[config.mk]
export PLATFORM = sky130hd
export DESIGN_NAME = sensor_voltage_to_temperature
export DESIGN_NICKNAME = d
export VERILOG_FILES = /design/src/rtl/svt_pkg.sv /design/src/rtl/sensor_voltage_to_temperature.sv /design/src/rtl/svt_search.sv /design/src/rtl/svt_div.sv
export SDC_FILE = /design/constraint.sdc
export NUM_CORES = 1
export LEC_CHECK = 0
export ABC_CLOCK_PERIOD_IN_PS = 8000
export BUFFER_PORTS_ARGS = -buffer_cell sky130_fd_sc_hd__buf_2
export CAP_MARGIN = 10
export CORE_MARGIN = 3
export CORE_UTILIZATION = 59
export DETAILED_ROUTE_END_ITERATION = 16
export PLACE_DENSITY = 0.79
export SETUP_SLACK_MARGIN = 0.5
export SYNTH_ARGS = -nofsm -noshare
export SYNTH_HDL_FRONTEND = slang
export SYNTH_SLANG_ARGS = --single-unit
[constraint.sdc]
create_clock -name clk -period 8 [get_ports clk]
set_clock_uncertainty 0.1 [all_clocks]
set_input_delay 0 -clock clk [delete_from_list [all_inputs] [get_ports clk]]
set_output_delay 0 -clock clk [all_outputs]
set_load 0.03 [all_outputs]
[src/rtl/svt_pkg.sv]
// Types, constants and breakpoint tables of the sensor voltage converter
package svt_pkg;

  localparam int STORED_ENTRIES = 21;
  localparam int IDX_W          = 5;
  localparam int VOLT_W         = 21;
  localparam int SLOPE_W        = 13;
  localparam int TEMP_W         = 16;
  localparam int QUO_W          = 16;
  localparam int DVD_W          = 28;
  localparam int SEG_W          = 9;
  localparam int PROD_W         = 23;
  localparam int MAG_W          = 21;

  localparam logic [VOLT_W-1:0] BP_UV [STORED_ENTRIES] = '{
    21'd1350441, 21'd1300593, 21'd1250398, 21'd1199884, 21'd1149070,
    21'd1097987, 21'd1046647, 21'd995050,  21'd943227,  21'd891178,
    21'd838882,  21'd786360,  21'd733608,  21'd680654,  21'd627490,
    21'd574117,  21'd520551,  21'd466760,  21'd412739,  21'd358164,
    21'd302785
  };

  localparam logic [SLOPE_W-1:0] SLOPE_UV [STORED_ENTRIES] = '{
    13'd4985, 13'd5020, 13'd5051, 13'd5081, 13'd5108,
    13'd5134, 13'd5160, 13'd5182, 13'd5205, 13'd5230,
    13'd5252, 13'd5275, 13'd5295, 13'd5316, 13'd5337,
    13'd5357, 13'd5379, 13'd5402, 13'd5458, 13'd5538,
    13'd5538
  };

  typedef struct packed {
    logic             done;
    logic             above;
    logic [IDX_W-1:0] idx;
  } srch_res_t;

  typedef struct packed {
    logic             done;
    logic [QUO_W-1:0] quo;
  } div_res_t;

  function automatic logic [VOLT_W-1:0] bp_at(input logic [IDX_W-1:0] i);
    logic [VOLT_W-1:0] r;
    r = '0;
    if (i < IDX_W'(STORED_ENTRIES)) begin
      r = BP_UV[i];
    end
    return r;
  endfunction

  function automatic logic [SLOPE_W-1:0] slope_at(input logic [IDX_W-1:0] i);
    logic [SLOPE_W-1:0] r;
    r = '0;
    if (i < IDX_W'(STORED_ENTRIES)) begin
      r = SLOPE_UV[i];
    end
    return r;
  endfunction

endpackage

[src/rtl/sensor_voltage_to_temperature.sv]
// Sensor voltage to temperature converter: sequencer and interpolation datapath
// One word is taken when start is high and busy is low; busy then stays high
// until the result word shows on the out_ ports for one cycle with out_valid,
// and a new word may be started in that same cycle. An in-range voltage passes
// through the table search (one comparator probe per cycle), the segment product
// and scaling, and the serial divider, which retires one quotient bit per cycle.
// A voltage above the first breakpoint skips the arithmetic and returns zero with
// out_above_range after the search.
// The receiver cannot stall: out_valid lasts exactly one cycle.
module sensor_voltage_to_temperature #(
  parameter int TABLE_ENTRIES = 21
) (
  input  logic                              clk,
  input  logic                              rst_n,
  input  logic                              start,
  output logic                              busy,
  input  logic [svt_pkg::VOLT_W-1:0]        in_voltage_uv,
  output logic                              out_valid,
  output logic signed [svt_pkg::TEMP_W-1:0] out_temperature_centi,
  output logic                              out_above_range
);

  typedef enum logic [4:0] {
    ST_IDLE  = 5'b00001,
    ST_SRCH  = 5'b00010,
    ST_PROD  = 5'b00100,
    ST_SCALE = 5'b01000,
    ST_DIV   = 5'b10000
  } state_t;

  state_t                              state_r, state_nxt;
  logic [svt_pkg::VOLT_W-1:0]          volt_r, volt_nxt;
  logic [svt_pkg::IDX_W-1:0]           idx_r, idx_nxt;
  logic [svt_pkg::SLOPE_W-1:0]         slope_r, slope_nxt;
  logic signed [svt_pkg::PROD_W-1:0]   prod_r, prod_nxt;
  logic signed [svt_pkg::PROD_W-1:0]   diff_r, diff_nxt;
  logic [svt_pkg::DVD_W-1:0]           dvd_r, dvd_nxt;
  logic                                neg_r, neg_nxt;
  logic                                go_r, go_nxt;
  logic                                valid_r, valid_nxt;
  logic signed [svt_pkg::TEMP_W-1:0]   temp_r, temp_nxt;
  logic                                above_r, above_nxt;

  logic                                accept;
  svt_pkg::srch_res_t                  srch;
  svt_pkg::div_res_t                   divr;
  logic [7:0]                          idx10;
  logic signed [svt_pkg::SEG_W-1:0]    seg;
  logic signed [svt_pkg::PROD_W-1:0]   num;
  logic signed [svt_pkg::PROD_W-1:0]   num_abs;
  logic [svt_pkg::MAG_W-1:0]           mag;
  logic [svt_pkg::TEMP_W-1:0]          quo_neg;

  assign busy   = (state_r != ST_IDLE);
  assign accept = start && !busy;

  svt_search #(
    .NUM_ENTRIES(TABLE_ENTRIES)
  ) u_search (
    .clk        (clk),
    .rst_n      (rst_n),
    .go         (accept),
    .voltage_uv (volt_r),
    .res        (srch)
  );

  svt_div u_div (
    .clk      (clk),
    .rst_n    (rst_n),
    .go       (go_r),
    .dividend (dvd_r),
    .divisor  (slope_r),
    .res      (divr)
  );

  assign idx10   = 8'({idx_r, 3'b000}) + 8'({idx_r, 1'b0});
  assign seg     = $signed({1'b0, idx10}) - 9'sd50;
  assign num     = prod_r + diff_r;
  assign num_abs = num[svt_pkg::PROD_W-1] ? -num : num;
  assign mag     = num_abs[svt_pkg::MAG_W-1:0];
  assign quo_neg = -divr.quo;

  always_comb begin
    state_nxt = state_r;
    volt_nxt  = volt_r;
    idx_nxt   = idx_r;
    slope_nxt = slope_r;
    prod_nxt  = prod_r;
    diff_nxt  = diff_r;
    dvd_nxt   = dvd_r;
    neg_nxt   = neg_r;
    go_nxt    = 1'b0;
    valid_nxt = 1'b0;
    temp_nxt  = temp_r;
    above_nxt = above_r;
    unique case (state_r)
      ST_IDLE: begin
        if (accept) begin
          volt_nxt  = in_voltage_uv;
          state_nxt = ST_SRCH;
        end
      end
      ST_SRCH: begin
        if (srch.done) begin
          if (srch.above) begin
            temp_nxt  = '0;
            above_nxt = 1'b1;
            valid_nxt = 1'b1;
            state_nxt = ST_IDLE;
          end else begin
            idx_nxt   = srch.idx;
            state_nxt = ST_PROD;
          end
        end
      end
      ST_PROD: begin
        slope_nxt = svt_pkg::slope_at(idx_r);
        prod_nxt  = seg * $signed({1'b0, svt_pkg::slope_at(idx_r)});
        diff_nxt  = $signed({2'b00, svt_pkg::bp_at(idx_r)}) - $signed({2'b00, volt_r});
        state_nxt = ST_SCALE;
      end
      ST_SCALE: begin
        neg_nxt   = num[svt_pkg::PROD_W-1];
        dvd_nxt   = svt_pkg::DVD_W'(mag) * svt_pkg::DVD_W'(100);
        go_nxt    = 1'b1;
        state_nxt = ST_DIV;
      end
      ST_DIV: begin
        if (divr.done) begin
          temp_nxt  = neg_r ? $signed(quo_neg) : $signed(divr.quo);
          above_nxt = 1'b0;
          valid_nxt = 1'b1;
          state_nxt = ST_IDLE;
        end
      end
      default: begin
        state_nxt = ST_IDLE;
      end
    endcase
  end

  always_ff @(posedge clk) begin
    if (!rst_n) begin
      state_r <= ST_IDLE;
      go_r    <= 1'b0;
      valid_r <= 1'b0;
    end else begin
      state_r <= state_nxt;
      go_r    <= go_nxt;
      valid_r <= valid_nxt;
    end
    volt_r  <= volt_nxt;
    idx_r   <= idx_nxt;
    slope_r <= slope_nxt;
    prod_r  <= prod_nxt;
    diff_r  <= diff_nxt;
    dvd_r   <= dvd_nxt;
    neg_r   <= neg_nxt;
    temp_r  <= temp_nxt;
    above_r <= above_nxt;
  end

  assign out_valid             = valid_r;
  assign out_temperature_centi = temp_r;
  assign out_above_range       = above_r;

endmodule

[src/rtl/svt_search.sv]
// Binary search of the descending breakpoint table with one shared comparator
module svt_search #(
  parameter int NUM_ENTRIES = 21
) (
  input  logic                           clk,
  input  logic                           rst_n,
  input  logic                           go,
  input  logic [svt_pkg::VOLT_W-1:0]     voltage_uv,
  output svt_pkg::srch_res_t             res
);

  localparam int USED = (NUM_ENTRIES > svt_pkg::STORED_ENTRIES) ?
                        svt_pkg::STORED_ENTRIES : NUM_ENTRIES;

  logic [svt_pkg::IDX_W-1:0] lo_r, lo_nxt;
  logic [svt_pkg::IDX_W-1:0] hi_r, hi_nxt;
  logic                      run_r, run_nxt;
  logic [svt_pkg::IDX_W:0]   sum;
  logic [svt_pkg::IDX_W-1:0] mid;
  logic                      ge;

  assign sum = {1'b0, lo_r} + {1'b0, hi_r};
  assign mid = sum[svt_pkg::IDX_W:1];
  assign ge  = svt_pkg::bp_at(mid) >= voltage_uv;

  always_comb begin
    lo_nxt  = lo_r;
    hi_nxt  = hi_r;
    run_nxt = run_r;
    if (go) begin
      lo_nxt  = '0;
      hi_nxt  = svt_pkg::IDX_W'(USED);
      run_nxt = 1'b1;
    end else if (run_r) begin
      if (lo_r == hi_r) begin
        run_nxt = 1'b0;
      end else if (ge) begin
        lo_nxt = mid + 1'b1;
      end else begin
        hi_nxt = mid;
      end
    end
  end

  always_ff @(posedge clk) begin
    if (!rst_n) begin
      run_r <= 1'b0;
    end else begin
      run_r <= run_nxt;
    end
    lo_r <= lo_nxt;
    hi_r <= hi_nxt;
  end

  assign res.done  = run_r && (lo_r == hi_r);
  assign res.above = (lo_r == '0);
  assign res.idx   = lo_r - 1'b1;

endmodule

[src/rtl/svt_div.sv]
// Restoring serial divider, one quotient bit per cycle
module svt_div (
  input  logic                        clk,
  input  logic                        rst_n,
  input  logic                        go,
  input  logic [svt_pkg::DVD_W-1:0]   dividend,
  input  logic [svt_pkg::SLOPE_W-1:0] divisor,
  output svt_pkg::div_res_t           res
);

  localparam int CNT_W = $clog2(svt_pkg::QUO_W + 1);

  logic [svt_pkg::SLOPE_W-1:0] rem_r, rem_nxt;
  logic [svt_pkg::QUO_W-1:0]   quo_r, quo_nxt;
  logic [CNT_W-1:0]            cnt_r, cnt_nxt;
  logic                        run_r, run_nxt;
  logic [svt_pkg::SLOPE_W+1:0] trial;
  logic [svt_pkg::SLOPE_W-1:0] shifted;
  logic                        fits;

  assign trial   = {1'b0, rem_r, quo_r[svt_pkg::QUO_W-1]} - {2'b00, divisor};
  assign fits    = !trial[svt_pkg::SLOPE_W+1];
  assign shifted = {rem_r[svt_pkg::SLOPE_W-2:0], quo_r[svt_pkg::QUO_W-1]};

  always_comb begin
    rem_nxt = rem_r;
    quo_nxt = quo_r;
    cnt_nxt = cnt_r;
    run_nxt = run_r;
    if (go) begin
      rem_nxt = svt_pkg::SLOPE_W'(dividend[svt_pkg::DVD_W-1:svt_pkg::QUO_W]);
      quo_nxt = dividend[svt_pkg::QUO_W-1:0];
      cnt_nxt = CNT_W'(svt_pkg::QUO_W);
      run_nxt = 1'b1;
    end else if (run_r) begin
      if (cnt_r == '0) begin
        run_nxt = 1'b0;
      end else begin
        rem_nxt = fits ? trial[svt_pkg::SLOPE_W-1:0] : shifted;
        quo_nxt = {quo_r[svt_pkg::QUO_W-2:0], fits};
        cnt_nxt = cnt_r - 1'b1;
      end
    end
  end

  always_ff @(posedge clk) begin
    if (!rst_n) begin
      run_r <= 1'b0;
    end else begin
      run_r <= run_nxt;
    end
    rem_r <= rem_nxt;
    quo_r <= quo_nxt;
    cnt_r <= cnt_nxt;
  end

  assign res.done = run_r && (cnt_r == '0);
  assign res.quo  = quo_r;

endmodule

==> results of run 1 <==
==> placed cells by master, fill, tap and decap left out, types with 21 or more instances in the layout <==
| cell type | count |
|---|---|
| ha_1 | 253 |
| inv_1 | 233 |
| nor2_1 | 199 |
| edfxtp_1 | 154 |
| nand2_1 | 115 |
| a21oi_1 | 101 |
| xnor2_1 | 82 |
| fa_1 | 81 |
| o21ai_0 | 78 |
| xor2_1 | 59 |
| buf_2 | 42 |
| buf_4 | 40 |
| nor3_1 | 38 |
| a21o_1 | 35 |
| nand3_1 | 34 |
| mux2_2 | 33 |
| a211oi_1 | 28 |
| dfxtp_1 | 25 |
| dlygate4sd3_1 | 24 |
| nand2b_1 | 21 |
==> state kept, by name (all words and copies together), names as in the netlist <==
name / cells
idx_r: 5
out_above_range: 1
u_search.hi_r: 5
volt_r: 21
out_valid: 1
slope_r: 12
u_div.quo_r: 16
u_search.run_r: 1
u_div.cnt_r: 5
state_r: 5
u_div.rem_r: 13
go_r: 1
dvd_r: 26
prod_r: 22
diff_r: 22
u_div.run_r: 1
neg_r: 1
out_temperature_centi: 16
u_search.lo_r: 5
==> synth_stat cells (9+ instances only) <==
cell type	count
a211oi_1	28
edfxtp_1	154
a31oi_1	17
nor3_1	41
or3_1	16
ha_1	254
nand4_1	10
a21boi_0	9
nor2b_1	14
nand3_1	34
nand2_1	115
fa_1	81
a21oi_1	102
xor2_1	59
nor2_1	199
nand2b_1	21
clkbuf_1	53
dfxtp_1	25
mux2i_1	12
mux2_2	33
o31ai_1	18
xnor2_1	83
inv_1	235
and2_1	17
o211ai_1	16
and3_1	9
o21bai_1	10
o22ai_1	14
a21o_1	35
o21a_1	17
o21ai_0	79
==> metal layers <==
layer,part of all wire,up-vias,global-route usage
li1,-,6875,-
met1,0.41,6781,0.346
met2,0.49,518,0.462
met3,0.054,114,0.0301
met4,0.042,0,0.113
met5,0,-,0
==> final timing paths <==
kind	depth (start not counted)	slack [ns]	to	startpoint
min	2	0.16	volt_r[7]$_DFFE_PP_	in_voltage_uv[7]
max	26	0.67	prod_r[22]$_DFFE_PP_	idx_r[0]$_DFFE_PP_
min reg2reg	2	0.37	u_div.rem_r[12]$_SDFFE_PP0P_	u_div.rem_r[12]$_SDFFE_PP0P_
max reg2reg	26	0.67	prod_r[22]$_DFFE_PP_	idx_r[0]$_DFFE_PP_
==> repair_timing <==
action | in CTS | in global routing
hold endpoints to repair | 33 | 0
resized for setup | 1 | 7
endpoints found under the setup margin | 1 | 5
pin swaps | 0 | 3
hold buffers | 24 | 0
setup buffers | 1 | 4
==> area by class of cell <==
cell class / instances / area share
well taps: 390 / 0.0249
inverters: 240 / 0.0461
clock inverters: 15 / 0.00933
flip-flops and latches: 179 / 0.262
clock buffers: 17 / 0.0217
multi-input cells: 1444 / 0.596
repair buffers: 107 / 0.0398
==> cells by family after synthesis <==
family	Yosys count	share of synthesized area
AND/OR/NAND/NOR	512	0.133
AO/OA/AOI/OAI	410	0.152
adder cells (fa/ha/maj)	335	0.269
buffers and inverters	297	0.0625
flip-flops	179	0.287
XOR/XNOR	142	0.0696
multiplexers	45	0.0275
==> critical path: stages (launching register included) <==
cell	delay (ns)
edfxtp_1	0.45
ha_1	0.24
fa_1	0.41
a21oi_1	0.17
nor2_1	0.06
xnor2_1	0.20
or3b_2	0.50
inv_2	0.11
nand2_1	0.08
fa_1	0.51
fa_1	0.52
fa_1	0.55
inv_1	0.05
fa_1	0.53
inv_1	0.05
fa_1	0.50
inv_1	0.05
ha_1	0.34
a21o_1	0.20
a21o_1	0.19
a21oi_1	0.21
o21ai_1	0.13
a41oi_2	0.18
a211oi_1	0.12
or3_1	0.36
a21oi_1	0.18
xnor2_1	0.08
==> power groups by stage <==
stage                     Sequential [mW]  Clock (mW)  Combinational (mW)
after floorplan                      1.11           0                1.39
after global placement               1.11           0                1.85
after global routing                 1.09       0.922                2.18
after detailed placement             1.11           0                1.89
after CTS                            1.09       0.880                1.92
final                                1.09       0.874                1.96
==> run_results.csv, run 1 <==
group,metric,value,unit
logic_synthesis,synth_nets,2279,
flow_run,cap_violations,0,
layout,drive_gt1_frac,0.0914,
pwr,leakage,8.83,nW
clocking,htree_levels,4,
timing,timing.hold.ws,0.156,ns
drt,via_per_inst,5.97,
logic_synthesis,synthCells,1920,
grt,grt_pass1_vias,14100,
pwr,p_total,3.92,mW
timing,maxSlewViolCount,0,
grt,antenna_found_initial,0,
drt,drt_iter0_drc,1145,
timing,layout_setup_ws,0.675,ns
drt,drc_errors,0,
worst_hold_path,worstHoldPathType,"in -> reg",
die,core_area,29700,sq um
die,initial_utilization,0.601,
pwr,p_int,2.28,mW
grt,grt_overflow,0,
drt,first_pass_iters,7,
pwr,p_per_area,200,nW/um^2
logic_synthesis,synth_top_cell_by_area,"edfxtp_1",
placed_design,pre_cts_slack,0.342,ns
timing,maxSlewHeadroom,0.249,
worst_setup_path,arrival,7.42,ns
pwr,p_clk_frac,0.223,
logic_synthesis,synthArstFlopShare,0,
clocking,cts.path.max_buffers,2,
layout,instances_no_fill,2392,
placed_design,dp.cells,2330,
logic_synthesis,synth_area,17900,sq um
die,die_w,180,microns
timing,period_share,0.916,
die,die_y,180,microns
die,io_pins,43,
placed_design,io_buffers,42,
worst_setup_path,crit_fanout,4,
timing,min_period,7.33,ns
logic_synthesis,synth_top_area_share,0.259,
logic_synthesis,ys_seq_elements,179,
timing,tightest_slew,1.13,ns
pwr,p_sw_frac,0.420,
logic_synthesis,synth_area_leaders,"edfxtp_1 (26%), ha_1 (18%), fa_1 (9.1%)",
layout,multi_input_area,11700,sq um
logic_synthesis,synth_edf_count,154,
outcome,status,"complete, no violations",
timing,setup_tns,0,ns
placed_design,hpwl,33800,microns
pwr,ir_drop,0.000235,V
layout,num_antenna_cells,0,
logic_synthesis,synth_flop_cell,"edfxtp_1",
grt,grt_use_total,0.268,
worst_setup_path,critPathKind,"reg -> reg",
grt,grt_max_degree,57,
clocking,clkTransAtPathRegs,0.08,ns
layout,fin_area,19600,sq um
drt,wl,43500,microns
drt,wl_per_cell,18.2,microns
clocking,clkLatencyLatePin,0.45,ns
pwr,seq_power_share,0.278,
layout,ff_latch_area,5120,sq um
layout,nFillCells,2364,
timing,max_freq,0.137,GHz
die,dieArea,32400,sq um
timing,setup_viol,0,
placed_design,gp_congestion,0.963,
clocking,cts-root-buf,"clkbuf_16",
logic_synthesis,syn_area_per_cell,9.31,sq um
layout,fin_nets,2348,
timing,rsz0062_at_grt,"true",
drt,postRouteAntennaNets,0,
logic_synthesis,yosysWarnings,0,
worst_setup_path,worstSetupStartpointType,"flop",
die,num_rows,63,
placed_design,dpl-instance-area,18600,sq um
logic_synthesis,ys_types,79,
timing,hold_viol_final,0,
layout,synthToLayoutAreaGrowth,9.54,%
clocking,cts_buffers,17,
worst_setup_path,cp-end-kind,"flop",
logic_synthesis,seq_area_frac_synth,0.287,
layout,final_util,0.659,
worst_setup_path,required,8.09,ns
pwr,p_comb_frac,0.500,
clocking,cts_tree,"built",
drt,num_vias,14300,
grt,grt_pass1_wl,71000,microns
clocking,cts.sinks,179,
pwr,p_switching,1.65,mW
Note: power is estimated with default switching activity, not from simulation.
==> run 2: changes to the inputs <==
--- a/config.mk
+++ b/config.mk
@@ -6,12 +6,12 @@
 export NUM_CORES = 1
 export LEC_CHECK = 0
 export ABC_CLOCK_PERIOD_IN_PS = 8000
-export BUFFER_PORTS_ARGS = -buffer_cell sky130_fd_sc_hd__buf_2
 export CAP_MARGIN = 10
 export CORE_MARGIN = 3
-export CORE_UTILIZATION = 59
+export CORE_UTILIZATION = 35
 export DETAILED_ROUTE_END_ITERATION = 16
-export PLACE_DENSITY = 0.79
+export DONT_BUFFER_PORTS = 1
+export REMOVE_ABC_BUFFERS = 1
 export SETUP_SLACK_MARGIN = 0.5
 export SYNTH_ARGS = -nofsm -noshare
 export SYNTH_HDL_FRONTEND = slang
==> run 2 against run 1 <==
- clock power shrank 5.6%
- maximum frequency increased by 0.53%
- sequential power about the same
- final cell count is 9.9% higher
- via count fell by 3.9%
- critical path depth is the same
- largest cell class unchanged
==> run_results.csv, run 2 (synthesized netlist as in run 1, its figures left out) <==
group,metric,value,unit
grt,grt_use_total,0.167,
layout,ff_latch_area,5120,sq um
layout,drive_gt1_frac,0.0720,
clocking,htree_levels,4,
placed_design,pre_cts_slack,0.316,ns
clocking,clkTransAtPathRegs,0.07,ns
die,die_w,232,microns
drt,num_vias,13700,
drt,drt_iter0_drc,948,
layout,fin_nets,2303,
pwr,leakage,8.64,nW
die,initial_utilization,0.355,
timing,layout_setup_ws,0.714,ns
clocking,cts_buffers,17,
drt,postRouteAntennaNets,0,
pwr,ir_drop,0.000176,V
timing,max_freq,0.137,GHz
placed_design,dpl-instance-area,18800,sq um
die,die_y,232,microns
grt,grt_pass1_vias,13600,
worst_setup_path,required,8.12,ns
die,core_area,50300,sq um
layout,synthToLayoutAreaGrowth,10.1,%
drt,wl,44400,microns
drt,drc_errors,0,
placed_design,dp.cells,2571,
layout,fin_area,19700,sq um
worst_hold_path,hold_path_depth,1,
placed_design,gp_congestion,0.889,
layout,instances_no_fill,2629,
clocking,cts-root-buf,"clkbuf_16",
flow_run,cap_violations,0,
outcome,status,"complete, no violations",
layout,num_antenna_cells,0,
timing,setup_viol,0,
drt,wl_per_cell,16.9,microns
worst_setup_path,critPathKind,"reg -> reg",
timing,hold_viol_final,0,
layout,nFillCells,5019,
clocking,cts.path.max_buffers,2,
layout,top_regs,"dvd_r: 26 flops, diff_r: 22 flops, prod_r: 22 flops",
worst_setup_path,worstSetupStartpointType,"flop",
grt,grt_overflow,0,
pwr,p_per_area,197,nW/um^2
worst_setup_path,arrival,7.40,ns
worst_setup_path,crit_fanout,4,
drt,via_per_inst,5.22,
die,num_rows,82,
clocking,cts.sinks,179,
timing,min_period,7.29,ns
layout,final_cell_mix,"ha_1 (252), inv_1 (233), nor2_1 (198)",
die,io_pins,43,
timing,maxSlewViolCount,0,
timing,tightest_slew,1.17,ns
grt,grt_pass1_wl,71800,microns
grt,antenna_found_initial,0,
layout,largest_register_ffs,26,
timing,timing.hold.ws,0.0571,ns
timing,rsz0062_at_grt,"true",
die,dieArea,53800,sq um
worst_setup_path,worstRegToRegCells,26,
layout,regMostFlops,"dvd_r",
layout,multi_input_area,11700,sq um
placed_design,io_buffers,0,
grt,grt_max_degree,57,
drt,first_pass_iters,5,
layout,final_common_cell,"ha_1",
timing,period_share,0.911,
worst_hold_path,worstHoldPathType,"in -> reg",
clocking,clkLatencyLatePin,0.47,ns
worst_setup_path,cp-end-kind,"flop",
clocking,cts_tree,"built",
timing,maxSlewHeadroom,0.221,
placed_design,hpwl,35400,microns
## run 2: cell count changes in the layout (fill, tap and decap cells not counted), moves of 2 or more
cell / delta
a21oi_1: -2
a21oi_2: +2
buf_2: -42
buf_4: -3
clkinv_2: +3
inv_6: -2
## run 2: layer usage
layer  vias up  wire [microns]  GRT usage
met5         -               0          0
met4         0             904     0.0513
met3        52            1770     0.0263
met2       321           21600      0.284
met1      6577           20100      0.219
li1       6779               -          -
## run 2: final cells by class
class | instances | area share
multi-input combinational | 1444 | 0.595
sequential | 179 | 0.261
inverter | 240 | 0.0458
tap | 672 | 0.0428
timing repair buffer | 62 | 0.0269
clock buffer | 19 | 0.0231
clock inverter | 13 | 0.00592
## run 2: worst paths after layout
path	start	to	slack, ns
worst min-delay path	in_voltage_uv[4]	volt_r[4]$_DFFE_PP_	0.06
worst min register to register	u_search.hi_r[0]$_SDFFE_PP1P_	u_search.hi_r[0]$_SDFFE_PP1P_	0.39
worst max-delay path	idx_r[2]$_DFFE_PP_	prod_r[22]$_DFFE_PP_	0.71
worst max register to register	idx_r[2]$_DFFE_PP_	prod_r[22]$_DFFE_PP_	0.71
## run 2: critical path, stage by stage, from the launching register on
cell      delay [ns]
edfxtp_1        0.47
ha_2            0.24
fa_2            0.37
a21oi_1         0.17
nor2_1          0.06
xnor2_1         0.21
or3b_4          0.42
inv_2           0.11
nand2_1         0.08
fa_1            0.52
fa_1            0.53
fa_1            0.54
inv_1           0.05
fa_1            0.52
inv_1           0.05
fa_1            0.51
inv_1           0.05
ha_1            0.33
a21o_1          0.21
a21o_1          0.22
a21oi_2         0.17
o21ai_1         0.12
a41oi_2         0.26
a211oi_1        0.12
or3_1           0.36
a21oi_1         0.18
xnor2_1         0.08
## run 2: what timing repair did
| action | 4_1_cts | 5_1_grt |
|---|---|---|
| gates resized for setup | 2 | 13 |
| hold buffers | 24 | 0 |
| endpoints found under the setup margin | 1 | 6 |
| pin swaps | 1 | 3 |
| buffers inserted | 1 | 1 |
| gates cloned | 0 | 0 |
| hold endpoints to repair | 33 | 0 |
## run 2: power breakdown
part	switching [mW]	total [mW]	internal (mW)
Combinational	1.21	1.96	0.748
Clock	0.398	0.825	0.427
Sequential	0.0335	1.10	1.06
## run 2: metrics by stage
step	utilization	power, mW	TNS (ns)
after floorplan	-	2.48	-0.677
after global placement	0.374	3.03	0
after detailed placement	0.374	3.04	0
after CTS	0.390	3.89	0
after global routing	0.391	4.20	0
final	0.391	3.88	0
==> run 3: changes to the inputs <==
--- a/config.mk
+++ b/config.mk
@@ -11,6 +11,7 @@
 export CORE_UTILIZATION = 35
 export DETAILED_ROUTE_END_ITERATION = 16
 export DONT_BUFFER_PORTS = 1
+export PLACE_DENSITY_LB_ADDON = 0.15
 export REMOVE_ABC_BUFFERS = 1
 export SETUP_SLACK_MARGIN = 0.5
 export SYNTH_ARGS = -nofsm -noshare
==> run 3 against run 2 <==
- register-to-register slack gained 0.06 ns
- die area is the same
- first-iteration DRC count shrank 13%
==> run_results.csv, run 3 (synthesized netlist as in run 1, its figures left out) <==
group,metric,value,unit
pwr,p_int,2.22,mW
layout,final_util,0.392,
drt,wl_per_cell,17.0,microns
die,dieArea,53800,sq um
timing,maxSlewViolCount,0,
grt,grt_overflow,0,
layout,nFillCells,5086,
grt,antenna_found_initial,0,
drt,num_vias,13400,
pwr,ir_drop,0.000246,V
placed_design,hpwl,36100,microns
timing,period_share,0.903,
clocking,cts-root-buf,"clkbuf_16",
worst_setup_path,cp-end-kind,"flop",
layout,fin_area,19700,sq um
worst_setup_path,crit_fanout,4,
drt,postRouteAntennaNets,0,
die,die_w,232,microns
layout,largest_register_ffs,26,
layout,drive_gt1_frac,0.0734,
timing,rsz0062_at_grt,"true",
layout,top_regs,"dvd_r: 26 flops, diff_r: 22 flops, prod_r: 22 flops",
worst_setup_path,arrival,7.33,ns
timing,setup_tns,0,ns
layout,regMostFlops,"dvd_r",
layout,ff_latch_area,5120,sq um
layout,instances_no_fill,2635,
timing,min_period,7.23,ns
die,initial_utilization,0.355,
worst_setup_path,critPathKind,"reg -> reg",
worst_hold_path,hold_path_depth,1,
worst_setup_path,r2r_setup_slack,0.77,ns
pwr,p_per_area,194,nW/um^2
die,die_y,232,microns
grt,grt_pass1_wl,70800,microns
grt,grt_use_total,0.167,
clocking,clkLatencyLatePin,0.46,ns
layout,final_cell_mix,"ha_1 (252), inv_1 (234), nor2_1 (199)",
clocking,cts_tree,"built",
layout,final_common_cell,"ha_1",
worst_hold_path,worstHoldPathType,"in -> reg",
drt,drt_iter0_drc,825,
timing,hold_viol_final,0,
worst_setup_path,required,8.10,ns
layout,fin_nets,2309,
layout,multi_input_area,11700,sq um
timing,maxSlewHeadroom,0.275,
layout,num_antenna_cells,0,
drt,first_pass_iters,5,
placed_design,gp_congestion,0.860,
pwr,p_clk_frac,0.209,
worst_setup_path,worstSetupStartpointType,"flop",
pwr,p_switching,1.61,mW
timing,setup_viol,0,
drt,wl,44900,microns
clocking,clkTransAtPathRegs,0.07,ns
placed_design,dpl-instance-area,18800,sq um
placed_design,dp.cells,2574,
grt,grt_max_degree,57,
die,io_pins,43,
clocking,htree_levels,4,
placed_design,io_buffers,0,
drt,drc_errors,0,
timing,tightest_slew,1.09,ns
worst_setup_path,crit_start,"idx_r[2]$_DFFE_PP_",
worst_setup_path,r2r-start,"idx_r[2]$_DFFE_PP_",
pwr,leakage,8.64,nW
pwr,p_comb_frac,0.505,
worst_setup_path,crit_end,"prod_r[22]$_DFFE_PP_",
die,num_rows,82,
outcome,status,"complete, no violations",
worst_setup_path,worstRegToRegCells,26,
clocking,cts_buffers,17,
layout,synthToLayoutAreaGrowth,10.2,%
pwr,p_sw_frac,0.421,
pwr,seq_power_share,0.286,
clocking,cts.path.max_buffers,2,
timing,timing.hold.ws,0.0617,ns
grt,grt_pass1_vias,13200,
die,core_area,50300,sq um
timing,max_freq,0.138,GHz
clocking,cts.sinks,179,
flow_run,cap_violations,0,
drt,via_per_inst,5.10,
worst_setup_path,r2r-end,"prod_r[22]$_DFFE_PP_",
[run 3: cell types whose count changed in the layout (fill, tap and decap cells not counted), sizes merged]
cell and delta:
buf +6, clkinv -2, inv -1, clkinvlp +4, clkbuf -1
[run 3: power by group through the flow]
stage | clock network [mW] | logic [mW] | registers, mW
2_1_floorplan | 0 | 1.37 | 1.11
3_3_place_gp | 0 | 1.89 | 1.12
3_5_place_dp | 0 | 1.91 | 1.12
4_1_cts | 0.830 | 1.93 | 1.10
5_1_grt | 0.864 | 2.16 | 1.10
6_report | 0.799 | 1.93 | 1.10
[run 3: worst min-delay path by stage]
stage / start / endpoint / slack (ns)
final: in_voltage_uv[15] / volt_r[15]$_DFFE_PP_ / 0.06
after global placement: in_voltage_uv[8] / volt_r[8]$_DFFE_PP_ / -0.001
after floorplan: in_voltage_uv[0] / volt_r[0]$_DFFE_PP_ / -0.001
after global routing: in_voltage_uv[15] / volt_r[15]$_DFFE_PP_ / 0.03
after detailed placement: in_voltage_uv[6] / volt_r[6]$_DFFE_PP_ / -0.001
after CTS: in_voltage_uv[4] / volt_r[4]$_DFFE_PP_ / 0.02
[run 3: through the flow]
step                      setup slack [ns]  total power, mW
after CTS                            0.547             3.86
final                                0.772             3.83
after detailed placement             0.526             3.03
after global placement               0.611             3.01
after global routing                 0.458             4.13
after floorplan                     -0.355             2.48
[run 3: final cells by class]
cell class,instances,share of cell area
multi-input cells,1444,0.594
flip-flops and latches,179,0.260
clock buffers,18,0.0218
repair buffers,68,0.0292
well taps,672,0.0427
inverters,240,0.0457
clock inverters,14,0.00610
[run 3: what timing repair did]
action / 4_1_cts / 5_1_grt
hold buffers: 24 / 0
pin swaps: 1 / 3
endpoints found under the hold margin: 33 / 0
endpoints found under the setup margin: 1 / 5
resized for setup: 0 / 13
setup buffers: 0 / 5
gates cloned: 0 / 0
[run 3: routing by layer]
metal / track usage / share of wire / wire length (microns)
met5: 0 / 0 / 0
met2: 0.279 / 0.48 / 21300
met1: 0.224 / 0.48 / 21300
met3: 0.0245 / 0.027 / 1220
met4: 0.0484 / 0.022 / 997
[run 3: critical path: stages, from the launching register on]
cell and delay (ns):
edfxtp_1 0.47, ha_2 0.24, fa_2 0.37, a21oi_1 0.16
nor2_1 0.07, xnor2_1 0.19, or3b_2 0.49, inv_1 0.10
nand2_1 0.08, fa_1 0.56, fa_1 0.44, fa_1 0.54
inv_1 0.05, fa_1 0.52, inv_1 0.05, fa_1 0.51
inv_1 0.04, ha_1 0.32, a21o_1 0.20, a21o_1 0.20
a21oi_2 0.16, o21ai_1 0.13, a41oi_2 0.24, a211oi_1 0.11
or3_1 0.38, a21oi_2 0.16, xnor2_1 0.07
